==> src/frame_power_complexity_features_top_defines.svh <==
// Assertion macros shared by the frame feature block.
`ifndef FRAME_POWER_COMPLEXITY_FEATURES_TOP_DEFINES_SVH
`define FRAME_POWER_COMPLEXITY_FEATURES_TOP_DEFINES_SVH

`ifndef SYNTHESIS
// Clocked check that is switched off while reset is held.
`define FPCF_ASSERT(label, prop, msg) \
    label: assert property (@(posedge i_clk) disable iff (!i_rst_n) prop) else $error(msg);
// Clocked check that also holds across reset.
`define FPCF_ASSERT_ALWAYS(label, prop, msg) \
    label: assert property (@(posedge i_clk) prop) else $error(msg);
`else
`define FPCF_ASSERT(label, prop, msg)
`define FPCF_ASSERT_ALWAYS(label, prop, msg)
`endif

`endif

==> src/fpcf_pkg.sv <==
`timescale 1ns / 1ps

package fpcf_pkg;

    // Field and register widths.
    localparam int SAMPLE_W   = 10;
    localparam int OFFSET_W   = 10;
    localparam int SCALE_W    = 4;
    localparam int GAIN_W     = 8;
    localparam int SCALED_W   = SAMPLE_W + SCALE_W;
    localparam int CORR_W     = 15;
    localparam int DELTA_W    = CORR_W + 1;
    localparam int MAG_W      = CORR_W;
    localparam int POWER_W    = 20;
    localparam int DIFF_W     = 20;
    localparam int CPLX_W     = 24;
    localparam int PEAK_W     = 14;
    localparam int IDX_W      = 5;
    localparam int NUM_W      = DIFF_W + GAIN_W;
    localparam int DIV_STEPS  = NUM_W;
    localparam int STEP_W     = $clog2(DIV_STEPS);

    // Configuration port.
    localparam int CFG_IDX_W  = 2;
    localparam int CFG_DATA_W = 10;
    localparam logic [CFG_IDX_W-1:0] REG_OFFSET = 2'd0;
    localparam logic [CFG_IDX_W-1:0] REG_SCALE  = 2'd1;
    localparam logic [CFG_IDX_W-1:0] REG_GAIN   = 2'd2;

    // Reset values of the registers.
    localparam logic [OFFSET_W-1:0] OFFSET_RST = 10'd0;
    localparam logic [SCALE_W-1:0]  SCALE_RST  = 4'd1;
    localparam logic [GAIN_W-1:0]   GAIN_RST   = 8'd10;

    // Saturation limits.
    localparam logic [POWER_W-1:0] POWER_MAX = {POWER_W{1'b1}};
    localparam logic [DIFF_W-1:0]  DIFF_MAX  = {DIFF_W{1'b1}};
    localparam logic [CPLX_W-1:0]  CPLX_MAX  = {CPLX_W{1'b1}};
    localparam logic [PEAK_W-1:0]  PEAK_MAX  = {PEAK_W{1'b1}};

    // Commands from the controller to the datapath.
    typedef struct packed {
        logic accept;
        logic snap;
        logic mul_load;
        logic div_step;
    } t_cmd;

    // Status from the datapath to the controller.
    typedef struct packed {
        logic is_last;
    } t_sts;

endpackage

==> src/fpcf_in_if.sv <==
`timescale 1ns / 1ps

interface fpcf_in_if import fpcf_pkg::*; ();
    logic                valid;
    logic                ready;
    logic [SAMPLE_W-1:0] adc_sample;

    modport source (output valid, output adc_sample, input ready);
    modport sink   (input valid, input adc_sample, output ready);
endinterface

==> src/fpcf_out_if.sv <==
`timescale 1ns / 1ps

interface fpcf_out_if import fpcf_pkg::*; ();
    logic               valid;
    logic               ready;
    logic [POWER_W-1:0] frame_power;
    logic [CPLX_W-1:0]  frame_complexity;
    logic [PEAK_W-1:0]  peak_magnitude;
    logic [IDX_W-1:0]   peak_index;
    logic               zero_power;

    modport source (output valid, output frame_power, output frame_complexity,
                    output peak_magnitude, output peak_index, output zero_power,
                    input ready);
    modport sink   (input valid, input frame_power, input frame_complexity,
                    input peak_magnitude, input peak_index, input zero_power,
                    output ready);
endinterface

==> src/fpcf_accum.sv <==
`timescale 1ns / 1ps

module fpcf_accum import fpcf_pkg::*; #(
    parameter int FRAME_LENGTH = 32
) (
    input  logic                i_clk,
    input  logic                i_rst_n,
    input  t_cmd                i_cmd,
    input  logic [SAMPLE_W-1:0] i_sample,
    input  logic [OFFSET_W-1:0] i_offset,
    input  logic [SCALE_W-1:0]  i_scale,
    output t_sts                o_sts,
    output logic [POWER_W-1:0]  o_power,
    output logic [DIFF_W-1:0]   o_diff,
    output logic [PEAK_W-1:0]   o_peak,
    output logic [IDX_W-1:0]    o_index
);

    localparam int CNT_W = $clog2(FRAME_LENGTH);
    localparam logic [CNT_W-1:0] CNT_LAST = CNT_W'(FRAME_LENGTH - 1);

    logic [CNT_W-1:0]         r_cnt, n_cnt;
    logic [POWER_W-1:0]       r_pow, n_pow;
    logic [DIFF_W-1:0]        r_diff, n_diff;
    logic signed [CORR_W-1:0] r_prev;
    logic [PEAK_W-1:0]        r_peak, n_peak;
    logic [IDX_W-1:0]         r_idx, n_idx;

    logic [POWER_W-1:0]       r_snap_pow;
    logic [DIFF_W-1:0]        r_snap_diff;
    logic [PEAK_W-1:0]        r_snap_peak;
    logic [IDX_W-1:0]         r_snap_idx;

    logic [SCALED_W-1:0]       w_scaled;
    logic signed [CORR_W-1:0]  w_corr;
    logic [MAG_W-1:0]          w_mag;
    logic [PEAK_W-1:0]         w_mag_pk;
    logic signed [DELTA_W-1:0] w_delta;
    logic [DELTA_W-1:0]        w_delta_abs;
    logic [POWER_W:0]          w_pow_sum;
    logic [DIFF_W:0]           w_diff_sum;
    logic [CNT_W+IDX_W-1:0]    w_cnt_ext;
    logic                      w_last;

    // Scale the sample, remove the background level and take magnitudes.
    assign w_scaled    = SCALED_W'(i_sample) * SCALED_W'(i_scale);
    assign w_corr      = $signed({1'b0, w_scaled}) - $signed(CORR_W'(i_offset));
    assign w_mag       = w_corr[CORR_W-1] ? MAG_W'(-w_corr) : MAG_W'(w_corr);
    assign w_mag_pk    = (|w_mag[MAG_W-1:PEAK_W]) ? PEAK_MAX : w_mag[PEAK_W-1:0];
    assign w_delta     = DELTA_W'(w_corr) - DELTA_W'(r_prev);
    assign w_delta_abs = w_delta[DELTA_W-1] ? DELTA_W'(-w_delta) : DELTA_W'(w_delta);
    assign w_pow_sum   = (POWER_W + 1)'(r_pow) + (POWER_W + 1)'(w_mag);
    assign w_diff_sum  = (DIFF_W + 1)'(r_diff) + (DIFF_W + 1)'(w_delta_abs);
    assign w_cnt_ext   = (CNT_W + IDX_W)'(r_cnt);
    assign w_last      = (r_cnt == CNT_LAST);

    // Running frame values after the current sample.
    always_comb begin
        n_pow  = w_pow_sum[POWER_W] ? POWER_MAX : w_pow_sum[POWER_W-1:0];
        n_diff = r_diff;
        if (r_cnt != '0) begin
            n_diff = w_diff_sum[DIFF_W] ? DIFF_MAX : w_diff_sum[DIFF_W-1:0];
        end
        n_peak = r_peak;
        n_idx  = r_idx;
        if (w_mag_pk > r_peak) begin
            n_peak = w_mag_pk;
            n_idx  = w_cnt_ext[IDX_W-1:0];
        end
        n_cnt = w_last ? '0 : r_cnt + 1'b1;
    end

    // Frame accumulators; the last sample clears them for the next frame.
    always_ff @(posedge i_clk) begin
        if (!i_rst_n) begin
            r_cnt  <= '0;
            r_pow  <= '0;
            r_diff <= '0;
            r_prev <= '0;
            r_peak <= '0;
            r_idx  <= '0;
        end else if (i_cmd.accept) begin
            r_cnt  <= n_cnt;
            r_prev <= w_corr;
            if (w_last) begin
                r_pow  <= '0;
                r_diff <= '0;
                r_peak <= '0;
                r_idx  <= '0;
            end else begin
                r_pow  <= n_pow;
                r_diff <= n_diff;
                r_peak <= n_peak;
                r_idx  <= n_idx;
            end
        end
    end

    // Finished frame held for the divider and the result.
    always_ff @(posedge i_clk) begin
        if (i_cmd.snap) begin
            r_snap_pow  <= n_pow;
            r_snap_diff <= n_diff;
            r_snap_peak <= n_peak;
            r_snap_idx  <= n_idx;
        end
    end

    assign o_sts.is_last = w_last;
    assign o_power       = r_snap_pow;
    assign o_diff        = r_snap_diff;
    assign o_peak        = r_snap_peak;
    assign o_index       = r_snap_idx;

endmodule

==> src/fpcf_div.sv <==
`timescale 1ns / 1ps

module fpcf_div import fpcf_pkg::*; (
    input  logic               i_clk,
    input  t_cmd               i_cmd,
    input  logic [DIFF_W-1:0]  i_diff,
    input  logic [GAIN_W-1:0]  i_gain,
    input  logic [POWER_W-1:0] i_power,
    output logic [NUM_W-1:0]   o_quotient
);

    logic [NUM_W-1:0]   r_work;
    logic [POWER_W-1:0] r_rem, n_rem;
    logic [NUM_W-1:0]   w_product;
    logic [POWER_W:0]   w_shift;
    logic [POWER_W:0]   w_sub;
    logic               w_ge;

    // Numerator: difference sum times gain.
    assign w_product = NUM_W'(i_diff) * NUM_W'(i_gain);

    // One restoring step: bring down the next numerator bit and try the divisor.
    assign w_shift = {r_rem, r_work[NUM_W-1]};
    assign w_ge    = (w_shift >= (POWER_W + 1)'(i_power));
    assign w_sub   = w_shift - (POWER_W + 1)'(i_power);
    assign n_rem   = w_ge ? w_sub[POWER_W-1:0] : w_shift[POWER_W-1:0];

    // Numerator bits shift out at the top while quotient bits enter below.
    always_ff @(posedge i_clk) begin
        if (i_cmd.mul_load) begin
            r_work <= w_product;
            r_rem  <= '0;
        end else if (i_cmd.div_step) begin
            r_work <= {r_work[NUM_W-2:0], w_ge};
            r_rem  <= n_rem;
        end
    end

    assign o_quotient = r_work;

endmodule

==> src/fpcf_ctrl.sv <==
`timescale 1ns / 1ps
`include "frame_power_complexity_features_top_defines.svh"

module fpcf_ctrl import fpcf_pkg::*; (
    input  logic i_clk,
    input  logic i_rst_n,
    input  logic i_in_valid,
    input  logic i_out_ready,
    input  t_sts i_sts,
    output logic o_in_ready,
    output logic o_out_valid,
    output t_cmd o_cmd
);

    localparam logic [1:0] ST_IDLE = 2'd0;
    localparam logic [1:0] ST_MUL  = 2'd1;
    localparam logic [1:0] ST_DIV  = 2'd2;
    localparam logic [1:0] ST_OUT  = 2'd3;

    localparam logic [STEP_W-1:0] STEP_LAST = STEP_W'(DIV_STEPS - 1);

    logic [1:0]        r_state, n_state;
    logic [STEP_W-1:0] r_step, n_step;
    logic              w_accept;

    // The last sample of a frame waits until the previous result has gone.
    assign o_in_ready = !(i_sts.is_last && (r_state != ST_IDLE));
    assign w_accept   = i_in_valid && o_in_ready;

    assign o_cmd.accept   = w_accept;
    assign o_cmd.snap     = w_accept && i_sts.is_last;
    assign o_cmd.mul_load = (r_state == ST_MUL);
    assign o_cmd.div_step = (r_state == ST_DIV);
    assign o_out_valid    = (r_state == ST_OUT);

    // Result sequencer: multiply, one quotient bit per cycle, then present.
    always_comb begin
        n_state = r_state;
        n_step  = r_step;
        unique case (r_state)
            ST_IDLE: begin
                if (o_cmd.snap) begin
                    n_state = ST_MUL;
                end
            end
            ST_MUL: begin
                n_state = ST_DIV;
                n_step  = '0;
            end
            ST_DIV: begin
                if (r_step == STEP_LAST) begin
                    n_state = ST_OUT;
                end else begin
                    n_step = r_step + 1'b1;
                end
            end
            ST_OUT: begin
                if (i_out_ready) begin
                    n_state = ST_IDLE;
                end
            end
            default: begin
                n_state = ST_IDLE;
            end
        endcase
    end

    always_ff @(posedge i_clk) begin
        if (!i_rst_n) begin
            r_state <= ST_IDLE;
            r_step  <= '0;
        end else begin
            r_state <= n_state;
            r_step  <= n_step;
        end
    end

    // A frame is only handed over while the divider and result are free.
    `FPCF_ASSERT(a_snap_when_idle, o_cmd.snap |-> (r_state == ST_IDLE), "snap while busy")
    `FPCF_ASSERT(a_snap_starts, o_cmd.snap |=> (r_state == ST_MUL), "snap did not start")
    `FPCF_ASSERT(a_div_ends, (o_cmd.div_step && (r_step == STEP_LAST)) |=> o_out_valid,
        "division did not end in a result")
    `FPCF_ASSERT_ALWAYS(a_reset_idle, !i_rst_n |=> (r_state == ST_IDLE && !o_out_valid),
        "reset did not clear the sequencer")

endmodule

==> src/frame_power_complexity_features_top.sv <==
`timescale 1ns / 1ps
// Throughput: one sample per cycle; the last sample of a frame is held off until the
// previous frame's result has been taken, so with the result taken at once, frames of
// 31 or more samples run at full rate.
// The result is valid once the gain multiply and then the bit-serial divider have run after the
// last sample of its frame is accepted, and it is held until taken.
// Reset: synchronous, active low; registers return to offset 0, scale 1, gain 10 and the
// frame accumulators, sample counter and result sequencer are cleared.

module frame_power_complexity_features_top import fpcf_pkg::*; #(
    parameter int FRAME_LENGTH = 32
) (
    input  logic                  i_clk,
    input  logic                  i_rst_n,
    fpcf_in_if.sink               i_in,
    fpcf_out_if.source            o_res,
    input  logic                  i_cfg_we,
    input  logic [CFG_IDX_W-1:0]  i_cfg_idx,
    input  logic [CFG_DATA_W-1:0] i_cfg_data
);

    logic [OFFSET_W-1:0] r_offset;
    logic [SCALE_W-1:0]  r_scale;
    logic [GAIN_W-1:0]   r_gain;

    t_cmd               w_cmd;
    t_sts               w_sts;
    logic [POWER_W-1:0] w_power;
    logic [DIFF_W-1:0]  w_diff;
    logic [PEAK_W-1:0]  w_peak;
    logic [IDX_W-1:0]   w_index;
    logic [NUM_W-1:0]   w_quotient;
    logic               w_zero;

    // Configuration registers; unknown indexes are ignored.
    always_ff @(posedge i_clk) begin
        if (!i_rst_n) begin
            r_offset <= OFFSET_RST;
            r_scale  <= SCALE_RST;
            r_gain   <= GAIN_RST;
        end else if (i_cfg_we) begin
            unique case (i_cfg_idx)
                REG_OFFSET: r_offset <= i_cfg_data[OFFSET_W-1:0];
                REG_SCALE:  r_scale  <= i_cfg_data[SCALE_W-1:0];
                REG_GAIN:   r_gain   <= i_cfg_data[GAIN_W-1:0];
                default: begin
                end
            endcase
        end
    end

    fpcf_ctrl u_ctrl (
        .i_clk       (i_clk),
        .i_rst_n     (i_rst_n),
        .i_in_valid  (i_in.valid),
        .i_out_ready (o_res.ready),
        .i_sts       (w_sts),
        .o_in_ready  (i_in.ready),
        .o_out_valid (o_res.valid),
        .o_cmd       (w_cmd)
    );

    fpcf_accum #(
        .FRAME_LENGTH (FRAME_LENGTH)
    ) u_accum (
        .i_clk    (i_clk),
        .i_rst_n  (i_rst_n),
        .i_cmd    (w_cmd),
        .i_sample (i_in.adc_sample),
        .i_offset (r_offset),
        .i_scale  (r_scale),
        .o_sts    (w_sts),
        .o_power  (w_power),
        .o_diff   (w_diff),
        .o_peak   (w_peak),
        .o_index  (w_index)
    );

    fpcf_div u_div (
        .i_clk      (i_clk),
        .i_cmd      (w_cmd),
        .i_diff     (w_diff),
        .i_gain     (r_gain),
        .i_power    (w_power),
        .o_quotient (w_quotient)
    );

    // Result fields; zero power forces complexity to zero, large ratios saturate.
    assign w_zero                 = (w_power == '0);
    assign o_res.frame_power      = w_power;
    assign o_res.peak_magnitude   = w_peak;
    assign o_res.peak_index       = w_index;
    assign o_res.zero_power       = w_zero;
    assign o_res.frame_complexity = w_zero ? '0 :
                                    (|w_quotient[NUM_W-1:CPLX_W]) ? CPLX_MAX :
                                    w_quotient[CPLX_W-1:0];

endmodule

==> src/flat_wrapper.sv <==
// flat-port wrapper written by rule: the top's interface ports become plain ports
module frame_power_complexity_features_top_flat import fpcf_pkg::*;
#(
    parameter int FRAME_LENGTH = 32
)
  (i_clk, i_rst_n, i_cfg_we, i_cfg_idx, i_cfg_data, i_in_valid, i_in_adc_sample, i_in_ready, o_res_valid, o_res_frame_power, o_res_frame_complexity, o_res_peak_magnitude, o_res_peak_index, o_res_zero_power, o_res_ready);
  fpcf_in_if i_in_i ();
  fpcf_out_if o_res_i ();
  input  logic i_clk;
  input  logic i_rst_n;
  input  logic i_cfg_we;
  input  logic [CFG_IDX_W-1:0] i_cfg_idx;
  input  logic [CFG_DATA_W-1:0] i_cfg_data;
  input wire logic [$bits(i_in_i.valid)-1:0] i_in_valid;
  input wire logic [$bits(i_in_i.adc_sample)-1:0] i_in_adc_sample;
  output wire logic [$bits(i_in_i.ready)-1:0] i_in_ready;
  output wire logic [$bits(o_res_i.valid)-1:0] o_res_valid;
  output wire logic [$bits(o_res_i.frame_power)-1:0] o_res_frame_power;
  output wire logic [$bits(o_res_i.frame_complexity)-1:0] o_res_frame_complexity;
  output wire logic [$bits(o_res_i.peak_magnitude)-1:0] o_res_peak_magnitude;
  output wire logic [$bits(o_res_i.peak_index)-1:0] o_res_peak_index;
  output wire logic [$bits(o_res_i.zero_power)-1:0] o_res_zero_power;
  input wire logic [$bits(o_res_i.ready)-1:0] o_res_ready;
  assign i_in_i.valid = i_in_valid;
  assign i_in_i.adc_sample = i_in_adc_sample;
  assign i_in_ready = i_in_i.ready;
  assign o_res_valid = o_res_i.valid;
  assign o_res_frame_power = o_res_i.frame_power;
  assign o_res_frame_complexity = o_res_i.frame_complexity;
  assign o_res_peak_magnitude = o_res_i.peak_magnitude;
  assign o_res_peak_index = o_res_i.peak_index;
  assign o_res_zero_power = o_res_i.zero_power;
  assign o_res_i.ready = o_res_ready;
  frame_power_complexity_features_top #(.FRAME_LENGTH(FRAME_LENGTH)) u_core (.i_clk(i_clk), .i_rst_n(i_rst_n), .i_in(i_in_i), .o_res(o_res_i), .i_cfg_we(i_cfg_we), .i_cfg_idx(i_cfg_idx), .i_cfg_data(i_cfg_data));
endmodule
==> config.mk <==
export PLATFORM = sky130hd
export DESIGN_NAME = frame_power_complexity_features_top_flat
export DESIGN_NICKNAME = d
export VERILOG_FILES = /design/src/fpcf_pkg.sv /design/src/fpcf_in_if.sv /design/src/fpcf_out_if.sv /design/src/fpcf_accum.sv /design/src/fpcf_div.sv /design/src/fpcf_ctrl.sv /design/src/frame_power_complexity_features_top.sv /design/src/flat_wrapper.sv
export VERILOG_INCLUDE_DIRS = /design/src /design/src/src
export SDC_FILE = /design/constraint.sdc
export NUM_CORES = 1
export LEC_CHECK = 0
export BUFFER_PORTS_ARGS = -buffer_cell sky130_fd_sc_hd__clkbuf_2
export CORE_ASPECT_RATIO = 0.7
export CORE_MARGIN = 2
export CORE_UTILIZATION = 50
export CTS_CLUSTER_DIAMETER = 100
export DETAILED_ROUTE_END_ITERATION = 8
export PLACE_DENSITY_LB_ADDON = 0.08
export SLEW_MARGIN = 20
export SYNTH_ARGS = -nofsm -noshare
export SYNTH_HDL_FRONTEND = slang
export SYNTH_HIERARCHICAL = 1
export SYNTH_SLANG_ARGS = --single-unit
==> constraint.sdc <==
create_clock -name i_clk -period 28 [get_ports i_clk]
set_input_delay 5.6 -clock i_clk [delete_from_list [all_inputs] [get_ports i_clk]]
set_output_delay 5.6 -clock i_clk [all_outputs]
set_load 0.05 [all_outputs]
After elaboration in Yosys (flattened, before gate mapping) --
Cells that the tools add are included.
Storage, ports and cells: register bits 215
Cells by class: add/subtract/negate cells 9, multipliers 2, magnitude comparators 2, equality and inequality tests 11, multiplexer cells 24, reductions and logical operators 16
Operators with widths (count):
- $mux W20 | 6
- $mux W28 | 2
- $mux W24 | 2
- $mux W14 | 3
- $mul A20 B8 Y28 | 1
- $add A20 B15 Y21 | 1
- $add A20 B16 Y21 | 1
- $ge A21 B20 Y1 | 1
- $logic_not A20 Y1 | 1
- $mux W5 | 4
- $sub A20 B20 Y20 | 1
- $mux W16 | 1
- $neg A16 Y16 | 1
- $sub A15 B15 Y16 | 1
- $mux W15 | 1
- $neg A15 Y15 | 1
- $sub A14 B10 Y15 | 1
- $gt A14 B14 Y1 | 1
- $mul A10 B4 Y14 | 1
- $add A5 B1 Y5 const B | 2
- $eq A5 B5 Y1 const B | 2
- $pmux W5 S2 | 1
- $pmux W2 S4 | 1
- $reduce_and A2 Y1 | 4
- 12 further kinds | 23

Longest topological paths before layout --
Gate-level depths: netlist of the first run.
word-level depth 9, mapped depth 35

By module --
The synthesis of the first run kept the hierarchy.
Modules (own cells, without submodules):
- fpcf_accum | instances 1, cells each 1172, area each 10436.3 um2, sequential area each 3353.2 um2
- fpcf_div | instances 1, cells each 912, area each 8179.1 um2, sequential area each 1241.2 um2
- frame_power_complexity_features_top | instances 1, cells each 138, area each 1199.9 um2, sequential area each 440.4 um2
- fpcf_ctrl | instances 1, cells each 52, area each 445.4 um2, sequential area each 140.1 um2

Worst setup path before layout of the first run --
No wires, ideal clock.
path type in2reg, start point input i_in_adc_sample[2], end point register u_core.u_accum.r_snap_diff[4], in the netlist u_core/u_accum/o_diff[4], data pin, library setup time 0.258 ns, arrival 12.813 ns, data required time 27.742 ns, slack 14.929 ns, stages on the path 31, path buffers 3, path through and2_1 -> fa_1 -> fa_1 -> inv_1 -> fa_1 -> inv_1 -> ha_1 -> clkbuf_1 -> or4b_2 -> and3_1 -> inv_1 -> ha_1 -> a21o_1 -> a21oi_1 -> o211ai_1 -> o2111ai_1 -> nand2_1 -> a221o_1 -> clkbuf_1 -> nor2_1 -> a21oi_1 -> fa_1 -> a21o_1 -> a22oi_1 -> a21oi_1 -> a311o_1 -> or2_2 -> a41o_1 -> clkbuf_1 -> a21oi_1 -> nor2_1
Between the ends: cells in the longest elaborated chain, start to end 8
RTL lines:
- from (decl) | RTL line flat_wrapper.sv:15 | input wire logic [$bits(i_in_i.adc_sample)-1:0] i_in_adc_sample;
- $mul A10 B4 Y14 * | RTL line fpcf_accum.sv:46 | assign w_scaled = SCALED_W'(i_sample) * SCALED_W'(i_scale);
- $sub A14 B10 Y15 * | RTL line fpcf_accum.sv:47 | assign w_corr = $signed({1'b0, w_scaled}) - $signed(CORR_W'(i_offset));
- named net u_core.u_accum.w_corr[6] | RTL line fpcf_accum.sv:35 | logic signed [CORR_W-1:0] w_corr;
- $sub A15 B15 Y16 * | RTL line fpcf_accum.sv:50 | assign w_delta = DELTA_W'(w_corr) - DELTA_W'(r_prev);
- $neg A16 Y16 | RTL line fpcf_accum.sv:51 | assign w_delta_abs = w_delta[DELTA_W-1] ? DELTA_W'(-w_delta) : DELTA_W'(w_delta);
- $mux W16 * | RTL line fpcf_accum.sv:51
- $add A20 B16 Y21 * | RTL line fpcf_accum.sv:53 | assign w_diff_sum = (DIFF_W + 1)'(r_diff) + (DIFF_W + 1)'(w_delta_abs);
- $mux W20 * | RTL line fpcf_accum.sv:62 | n_diff = w_diff_sum[DIFF_W] ? DIFF_MAX : w_diff_sum[DIFF_W-1:0];
- $mux W20 * | RTL line fpcf_accum.sv:61 | if (r_cnt != '0) begin
- named net u_core.u_accum.n_diff[4] | RTL line fpcf_accum.sv:24 | logic [DIFF_W-1:0] r_diff, n_diff;
- to (signal assigned) | RTL line fpcf_accum.sv:103 | r_snap_diff <= n_diff;
- to (decl) | RTL line fpcf_accum.sv:30 | logic [DIFF_W-1:0] r_snap_diff;
The timed path passes the listed nets; every way through them passes the cells marked *. A chain may end at the register's enable or synchronous reset.

Worst setup path after layout of the first run --
start point input i_in_adc_sample[1], end point register u_core.u_accum.r_snap_diff[10], in the netlist u_core/u_accum/o_diff[10], data pin
Same word-level chain as after synthesis.

==> results of run 1 <==
## synthesized netlist by cell type, types with 12 or more instances
| cell | n |
|---|---|
| ha_1 | 162 |
| and2_1 | 150 |
| edfxtp_1 | 87 |
| o21a_1 | 22 |
| fa_1 | 137 |
| or2_2 | 12 |
| a31oi_1 | 17 |
| a22o_1 | 29 |
| nand3_1 | 38 |
| a21o_1 | 41 |
| dfxtp_1 | 128 |
| nor3_1 | 31 |
| nand2b_1 | 28 |
| nand4_1 | 12 |
| buf_2 | 15 |
| nand2_1 | 166 |
| a211oi_1 | 22 |
| and3_1 | 14 |
| inv_1 | 268 |
| xnor2_1 | 61 |
| o21ai_0 | 104 |
| clkbuf_1 | 66 |
| xor2_1 | 38 |
| nor2_1 | 141 |
| mux2i_1 | 53 |
| o211ai_1 | 22 |
| a21oi_1 | 129 |
| mux2_2 | 34 |
| nor2b_1 | 58 |
## report_power, final
| group | switching [uW] | internal (uW) | total (uW) |
|---|---|---|---|
| sequential | 20.5 | 381 | 401 |
| combinational | 732 | 494 | 1230 |
| clock | 144 | 206 | 350 |
| total | 896 | 1080 | 1980 |
## worst reg2reg max path: cells and delay by family, from the launching register on
family	cells	cell delay, ps
AO/OA/AOI/OAI	10	2880
AND/OR/NAND/NOR	9	2520
adder cells (fa/ha/maj)	6	2500
flip-flops	1	580
buffers and inverters	3	230
XOR/XNOR	1	140
## registers in the layout (all words and copies together) (netlist names)
name / cells
u_core/u_accum/o_peak: 14
u_core/u_accum/o_power: 20
u_core/u_div/o_quotient: 28
u_core/u_accum/r_diff: 20
u_core/u_accum/r_peak: 14
u_core/u_accum/o_diff: 20
u_core/u_ctrl/r_state: 2
u_core/r_offset: 10
u_core/u_accum/r_idx: 5
u_core/r_gain: 8
u_core/r_scale: 4
u_core/u_div/r_rem: 20
u_core/u_accum/r_pow: 20
u_core/u_accum/o_index: 5
u_core/u_accum/r_prev: 15
u_core/u_ctrl/r_step: 5
u_core/u_accum/r_cnt: 5
## through the flow
step	instance area [um^2]	hold slack [ps]	worst slack, ps	util, %
3_5_place_dp	21100	453	13900	53.0
4_1_cts	22000	468	14470	55.3
3_3_place_gp	21100	447	14050	53.0
5_1_grt	22000	476	13780	55.3
6_report	22000	467	14360	55.3
2_1_floorplan	20300	432	14930	-
## final timing paths
check	from	end	slack (ps)	cells past startpoint
min	u_core/u_accum/r_peak[13]	u_core/u_accum/r_peak[13]	470	1
max reg2reg	u_core/r_scale[3]	u_core/u_accum/o_diff[10]	18890	29
max	i_in_adc_sample[1]	u_core/u_accum/o_diff[10]	14360	30
min reg2reg	u_core/u_accum/r_peak[13]	u_core/u_accum/r_peak[13]	470	1
## per-layer routing
metal | vias up | share of wire (%) | track usage (%) | wire length, um
met2 | 348 | 42 | 38.2 | 21600
met1 | 7837 | 52 | 38.4 | 27000
li1 | 7928 | - | - | -
met5 | - | 0 | 0 | 0
met4 | 0 | 1.6 | 4.37 | 835
met3 | 62 | 4.2 | 2.33 | 2140
## layout make-up
type / count / area share (%)
clock buffers: 38 / 3.58
clock inverters: 10 / 0.506
inverters: 271 / 4.62
multi-input cells: 1698 / 62.2
flip-flops and latches: 215 / 23.5
well taps: 535 / 3.04
repair buffers: 107 / 2.60
## cells by family after synthesis
kind of cell             Yosys count  share of synthesized area (%)
AND/OR/NAND/NOR                  707                           18.1
AO/OA/AOI/OAI                    505                           16.9
buffers and inverters            361                           7.02
adder cells (fa/ha/maj)          299                           23.5
flip-flops                       215                           25.5
XOR/XNOR                          99                           4.28
multiplexers                      88                           4.58
==> qor.txt, run 1 <==
Fillers: 3,662
remaining antenna violation count: 0
Post-Syn Area: 20,300 um^2
Avg Cell Area, Syn: 8.91 um^2
# IOs: 93
fmax: 73.3 MHz
Synth area leader: fa_1
minimum clock period: 13,640 ps
clk_lat worst skew: 570 ps
Cells after Synth: 2,274
critical path class: in -> reg
Peak VDD IR: 0.0727 mV
max incr delay on CP: 670 ps
hold buffer count at CTS: 0
CP delay by family, top: compound AO/OA/AOI/OAI gates
initial core utilization: 50.9%
TNS Setup: 0 ps
Port Buf Inserts: 92
RD Place Congestion: 0.942
Final Instance Count excl. Fillers: 2,874
TritonCTS clock tree: built
Sequential cell area: 5170 um^2
vias: 16.2k
Critical path buffers and inverters: 4
Fin. Hold Viols: 0
Hold Crit Class: reg -> reg
commonest non-fill, non-tap cells in the layout: inv_1 (267), nand2_1 (166), ha_1 (161)
Synth Warn #: 6
RSZ-0062 raised after global routing: false
CTS Root Cell: clkbuf_16
Primary FF master, synth: dfxtp_1
largest net degree at the start of global routing: 60
total power: 1980 uW
clk buf depth: 3
Worst Clk Skew: 17.8 ps
Worst setup EP type: register
multi-input logic area: 13,700 um^2
worst slew pin tran: 1070 ps
Resized cells post-CTS: 0
ys async rst share: 0%
initial DRC count: 1,189
number of buffers created by CTS: 26
Synth top area share: 13.5%
CP Launch Type: input pin
global-route wire length before repair: 85.1 mm
leakage power: 0.00972 uW
Post-synth EDFFs: 87
Max-Cap Viols: 0
antenna violations before repair: 0
maximum fanout along the worst path: 16
number of diodes: 0
ranking of synthesized cells by area: fa_1 (14%), edfxtp_1 (13%), dfxtp_1 (13%), ha_1 (10%), inv_1 (5.0%)
Worst-path clk slew: 70 ps
Finish-stage setup viols: 0
row count: 61
most common cell after layout, fill and taps aside: inv_1
post-synthesis sequential area ratio: 25.5%
fin crit share: 48.7%
Slew Viols, Final: 0
Total GRT Usage: 25.0%
power density over the cells: 89.8 nW/um^2
DP Wirelength: 39.2 mm
Die H: 172 um
core area: 39,800 um^2
slowest CP cell: or4b_2
dpl cells: 2,826
final WL: 51.5 mm
Slew HR: 28.2%
Setup Fix Bufs, Post-CTS: 0
Critical Path AT: 13,950 ps
drc violations: 0
run status: completed
worst path required time: 28,310 ps
nets: 2,645
H-tree depth: 1
Die ar.: 42,200 um^2
overall die width: 245 um
DRT Pass-1 Iters: 6
Via density: 5.63
drt wl/cell: 17.9 um
total grt overflow: 0
P&R area growth vs syn: 8.70%
vias in the first global route: 15.9k
#FFs+latches synth: 215
Syn Nets: 2,600
clk sinks: 215
ratio of cells with drive above 1 in the final layout: 10.4%
Netlist cell types: 92
Note: power is estimated with default switching activity, not from simulation.
==> run 2, diff against run 1 <==
==> constraint.sdc (replaced) <==
create_clock -name i_clk -period 13.1 [get_ports i_clk]
set_input_delay 2.62 -clock i_clk [delete_from_list [all_inputs] [get_ports i_clk]]
set_output_delay 2.62 -clock i_clk [all_outputs]
set_load 0.05 [all_outputs]
==> qor.txt, run 2 (synthesis gave the netlist of run 1 again) <==
Via density: 5.67
Clock Power Share: 17.8%
combinational share of power: 61.9%
Slew Viols, Final: 0
total power: 4240 uW
vias in the first global route: 16.0k
P&R area growth vs syn: 8.70%
antenna violations before repair: 1
wire length on met2: 21.9 mm
Fillers: 3,707
Worst setup EP type: register
WL met1: 26.2 mm
Register-to-Register Path Depth: 29
# IOs: 93
final hold slack: 472 ps
Placed Instance Area: 21,100 um^2
H-tree depth: 1
Layout Utilization: 55.3%
slowest CP cell: or4b_2
global-route wire length before repair: 85.2 mm
Crit path top cell by count: fa_1
leakage power: 0.00972 uW
minimum clock period: 10,670 ps
Worst-path clk slew: 70 ps
met3 wire length: 2.75 mm
R2R setup slack: 3980 ps
sequential share of power: 20.3%
Finish-stage setup viols: 0
vias: 16.3k
Total GRT Usage: 25.0%
Sequential cell area: 5170 um^2
Peak VDD IR: 0.165 mV
Switching Power: 1940 uW
RSZ-0062 raised after global routing: false
Die H: 172 um
DRT Pass-1 Iters: 8
Fin. Hold Viols: 0
Die ar.: 42,200 um^2
Slew HR: 30.6%
remaining antenna violation count: 0
Critical Path AT: 10,980 ps
final WL: 51.7 mm
DP Wirelength: 39.2 mm
Setup crit end: u_core/u_accum/o_diff[10]
worst path required time: 13,410 ps
Worst Setup SP: i_in_adc_sample[1]
Port Buf Inserts: 92
critical path class: in -> reg
nets: 2,645
initial DRC count: 1,146
TNS Setup: 0 ps
hold buffer count at CTS: 0
Hold Crit Class: reg -> reg
switch share: 45.7%
drt wl/cell: 18.0 um
ratio of cells with drive above 1 in the final layout: 10.6%
CTS Root Cell: clkbuf_16
Setup Fix Bufs, Post-CTS: 0
clk buf depth: 3
most common cell after layout, fill and taps aside: inv_1
Reg-to-Reg Start: u_core/r_scale[2]
fin crit share: 81.5%
Max-Cap Viols: 0
max incr delay on CP: 660 ps
worst slew pin tran: 1040 ps
drc violations: 0
fmax: 93.7 MHz
largest net degree at the start of global routing: 60
multi-input logic area: 13,700 um^2
overall die width: 245 um
maximum fanout along the worst path: 16
DR top layer: met4
total grt overflow: 0
number of diodes: 0
initial core utilization: 50.9%
clk sinks: 215
Finished Cell Area: 22,000 um^2
Int Pwr: 2300 uW
Worst Clk Skew: 23.6 ps
TritonCTS clock tree: built
core area: 39,800 um^2
clk_lat worst skew: 570 ps
run status: completed
power density over the cells: 192 nW/um^2
number of buffers created by CTS: 26
Resized cells post-CTS: 0
RD Place Congestion: 0.941
max FFs per register: 28
commonest non-fill, non-tap cells in the layout: inv_1 (267), nand2_1 (166), ha_1 (161)
CP Launch Type: input pin
row count: 61
Reg-to-Reg End: u_core/u_accum/o_diff[10]
-- run 2: area by class of cell --
type | instances | share of cell area, %
clock buffers | 29 | 3.20
multi-input cells | 1698 | 62.2
flip-flops and latches | 215 | 23.5
well taps | 535 | 3.04
repair buffers | 107 | 2.60
inverters | 271 | 4.62
clock inverters | 19 | 0.881
-- run 2: through the flow --
| stage | instances | setup WS, ps |
|---|---|---|
| 2_1_floorplan | 2274 | 3010 |
| 3_3_place_gp | 2826 | 2130 |
| 3_5_place_dp | 2826 | 1960 |
| 4_1_cts | 2874 | 2540 |
| 5_1_grt | 2874 | 1850 |
| 6_report | 2874 | 2430 |
-- run 2: worst min path at each step --
stage	end	cells past startpoint	slack, ps	startpoint
final	u_core/u_accum/r_peak[13]	1	470	u_core/u_accum/r_peak[13]
after floorplan	u_core/u_accum/r_peak[13]	1	430	u_core/u_accum/r_peak[13]
after CTS	u_core/u_accum/r_peak[13]	1	470	u_core/u_accum/r_peak[13]
after global routing	u_core/u_accum/r_peak[13]	1	490	u_core/u_accum/r_peak[13]
after detailed placement	u_core/u_accum/r_peak[13]	1	460	u_core/u_accum/r_peak[13]
after global placement	u_core/u_accum/r_peak[13]	1	450	u_core/u_accum/r_peak[13]
-- run 2: power groups by stage --
stage / registers (uW) / clock network [uW] / logic [uW]
3_3_place_gp: 870 / 0 / 2540
2_1_floorplan: 854 / 0 / 2020
5_1_grt: 866 / 802 / 2950
4_1_cts: 857 / 774 / 2590
6_report: 859 / 756 / 2630
3_5_place_dp: 871 / 0 / 2570
-- run 2: per-layer routing --
metal | vias up | global-route usage [%]
li1 | 7929 | -
met3 | 56 | 3.49
met5 | - | 0
met1 | 7926 | 37.7
met2 | 396 | 38.3
met4 | 0 | 4.48
-- run 2: worst max-delay path: cells and delay by family --
kind,cells,cell delay (ps)
buffers and inverters,4,340
AOI/OAI and AO/OA,12,3160
and+or+nand+nor,8,2140
adders and majority gates,6,2660
==> run 3, diff against run 2 <==
==> constraint.sdc (replaced) <==
create_clock -name i_clk -period 10.4 [get_ports i_clk]
set_input_delay 2.08 -clock i_clk [delete_from_list [all_inputs] [get_ports i_clk]]
set_output_delay 2.08 -clock i_clk [all_outputs]
set_load 0.05 [all_outputs]
==> qor.txt, run 3 (synthesis gave the netlist of run 1 again) <==
leakage power: 0.00978 uW
CP Launch Type: input pin
slowest CP cell: or4b_2
Total GRT Usage: 25.1%
Switching Power: 2470 uW
Setup crit end: u_core/u_accum/o_diff[10]
Int Pwr: 2960 uW
Final Instance Count excl. Fillers: 2,884
Finish-stage setup viols: 0
overall die width: 245 um
core area: 39,800 um^2
row count: 61
H-tree depth: 1
Fin. Hold Viols: 0
commonest non-fill, non-tap cells in the layout: inv_1 (267), nand2_1 (166), ha_1 (161)
clk buf depth: 3
clk sinks: 215
Peak VDD IR: 0.200 mV
vias: 16.4k
DP Wirelength: 39.4 mm
DRT Pass-1 Iters: 5
drt wl/cell: 17.9 um
Resized cells post-CTS: 0
CTS Root Cell: clkbuf_16
ratio of cells with drive above 1 in the final layout: 11.0%
fin crit share: 93.6%
remaining antenna violation count: 0
P&R area growth vs syn: 9.15%
power density over the cells: 246 nW/um^2
Die ar.: 42,200 um^2
Reg-to-Reg End: u_core/u_accum/o_diff[10]
Via density: 5.70
Placed Instance Area: 21,200 um^2
global-route wire length before repair: 85.4 mm
maximum fanout along the worst path: 10
hold buffer count at CTS: 0
drc violations: 0
vias in the first global route: 16.2k
RD Place Congestion: 0.961
Finished Cell Area: 22,100 um^2
multi-input logic area: 13,700 um^2
Die H: 172 um
switch share: 45.4%
sequential share of power: 19.9%
Reg-to-Reg Start: u_core/r_scale[3]
worst path required time: 10,700 ps
Setup Fix Bufs, Post-CTS: 0
Fillers: 3,687
Worst Clk Skew: 19.0 ps
Register-to-Register Path Depth: 29
Worst Setup SP: i_in_adc_sample[1]
fmax: 103 MHz
total grt overflow: 0
run status: completed
worst slew pin tran: 1110 ps
Port Buf Inserts: 92
antenna violations before repair: 1
number of buffers created by CTS: 26
pre-CTS setup slack: 246 ps
combinational share of power: 62.1%
Sequential cell area: 5170 um^2
clk_lat worst skew: 560 ps
Slew Viols, Final: 0
Worst setup EP type: register
critical path class: in -> reg
R2R setup slack: 1680 ps
# IOs: 93
Max-Cap Viols: 0
Final WS setup: 662 ps
TritonCTS clock tree: built
largest net degree at the start of global routing: 60
Hold Crit Class: reg -> reg
max FFs per register: 28
Worst-path clk slew: 70 ps
final WL: 51.7 mm
most common cell after layout, fill and taps aside: inv_1
max incr delay on CP: 650 ps
Critical Path AT: 10,040 ps
initial core utilization: 50.9%
Layout Utilization: 55.5%
dpl cells: 2,835
TNS Setup: 0 ps
Clock Power Share: 18.0%
Slew HR: 25.4%
initial DRC count: 1,086
minimum clock period: 9740 ps
RSZ-0062 raised after global routing: false
nets: 2,654
-- run 3: cell types whose count changed in the layout (fill, tap and decap cells not counted), sizes merged --
cell / delta
clkinv: -5
bufinv: +1
buf: +9
diode: +1
inv: +1
clkbuf: +3
-- run 3: power by group through the flow --
stage | clock network [uW] | logic, uW | registers, uW
2_1_floorplan | 0 | 2540 | 1080
3_3_place_gp | 0 | 3260 | 1100
3_5_place_dp | 0 | 3300 | 1100
4_1_cts | 1000 | 3330 | 1080
5_1_grt | 1040 | 3750 | 1090
6_report | 978 | 3370 | 1080
-- run 3: how the worst min path moves through the flow --
stage / cells after the start / slack (ps) / end / from
final: 1 / 470 / u_core/u_accum/r_peak[13] / u_core/u_accum/r_peak[13]
after global routing: 1 / 490 / u_core/u_accum/r_peak[13] / u_core/u_accum/r_peak[13]
after CTS: 1 / 470 / u_core/u_accum/r_peak[13] / u_core/u_accum/r_peak[13]
after detailed placement: 1 / 460 / u_core/u_accum/r_peak[13] / u_core/u_accum/r_peak[13]
after global placement: 1 / 450 / u_core/u_accum/r_peak[13] / u_core/u_accum/r_peak[13]
after floorplan: 1 / 430 / u_core/u_accum/r_peak[13] / u_core/u_accum/r_peak[13]
-- run 3: critical path: cells and delay by family --
kind | cells | cell delay, ps
AOI/OAI and AO/OA | 10 | 2610
xor gates and xnor gates | 1 | 140
adders and majority gates | 6 | 2530
buffers and inverters | 4 | 330
and+or+nand+nor | 9 | 2320
-- run 3: area by class of cell --
class	count	share of cell area, %
clock buffers	32	3.28
well taps	535	3.03
repair buffers	116	2.90
inverters	271	4.60
multi-input cells	1698	61.9
flip-flops and latches	215	23.4
clock inverters	16	0.871
diodes	1	0.0113
-- run 3: stage by stage --
| step | hold slack [ps] | power [uW] |
|---|---|---|
| finish | 471 | 5430 |
| global placement | 447 | 4360 |
| floorplan | 432 | 3610 |
| global route | 491 | 5880 |
| CTS | 472 | 5420 |
| detailed placement | 457 | 4390 |
-- run 3: metal layers --
| metal | global-route usage (%) | up-vias | wire (um) |
|---|---|---|---|
| li1 | - | 7933 | - |
| met1 | 37.7 | 8006 | 26500 |
| met2 | 38.1 | 429 | 21500 |
| met3 | 3.52 | 62 | 2680 |
| met4 | 5.30 | 0 | 1000 |
| met5 | 0 | - | 0 |
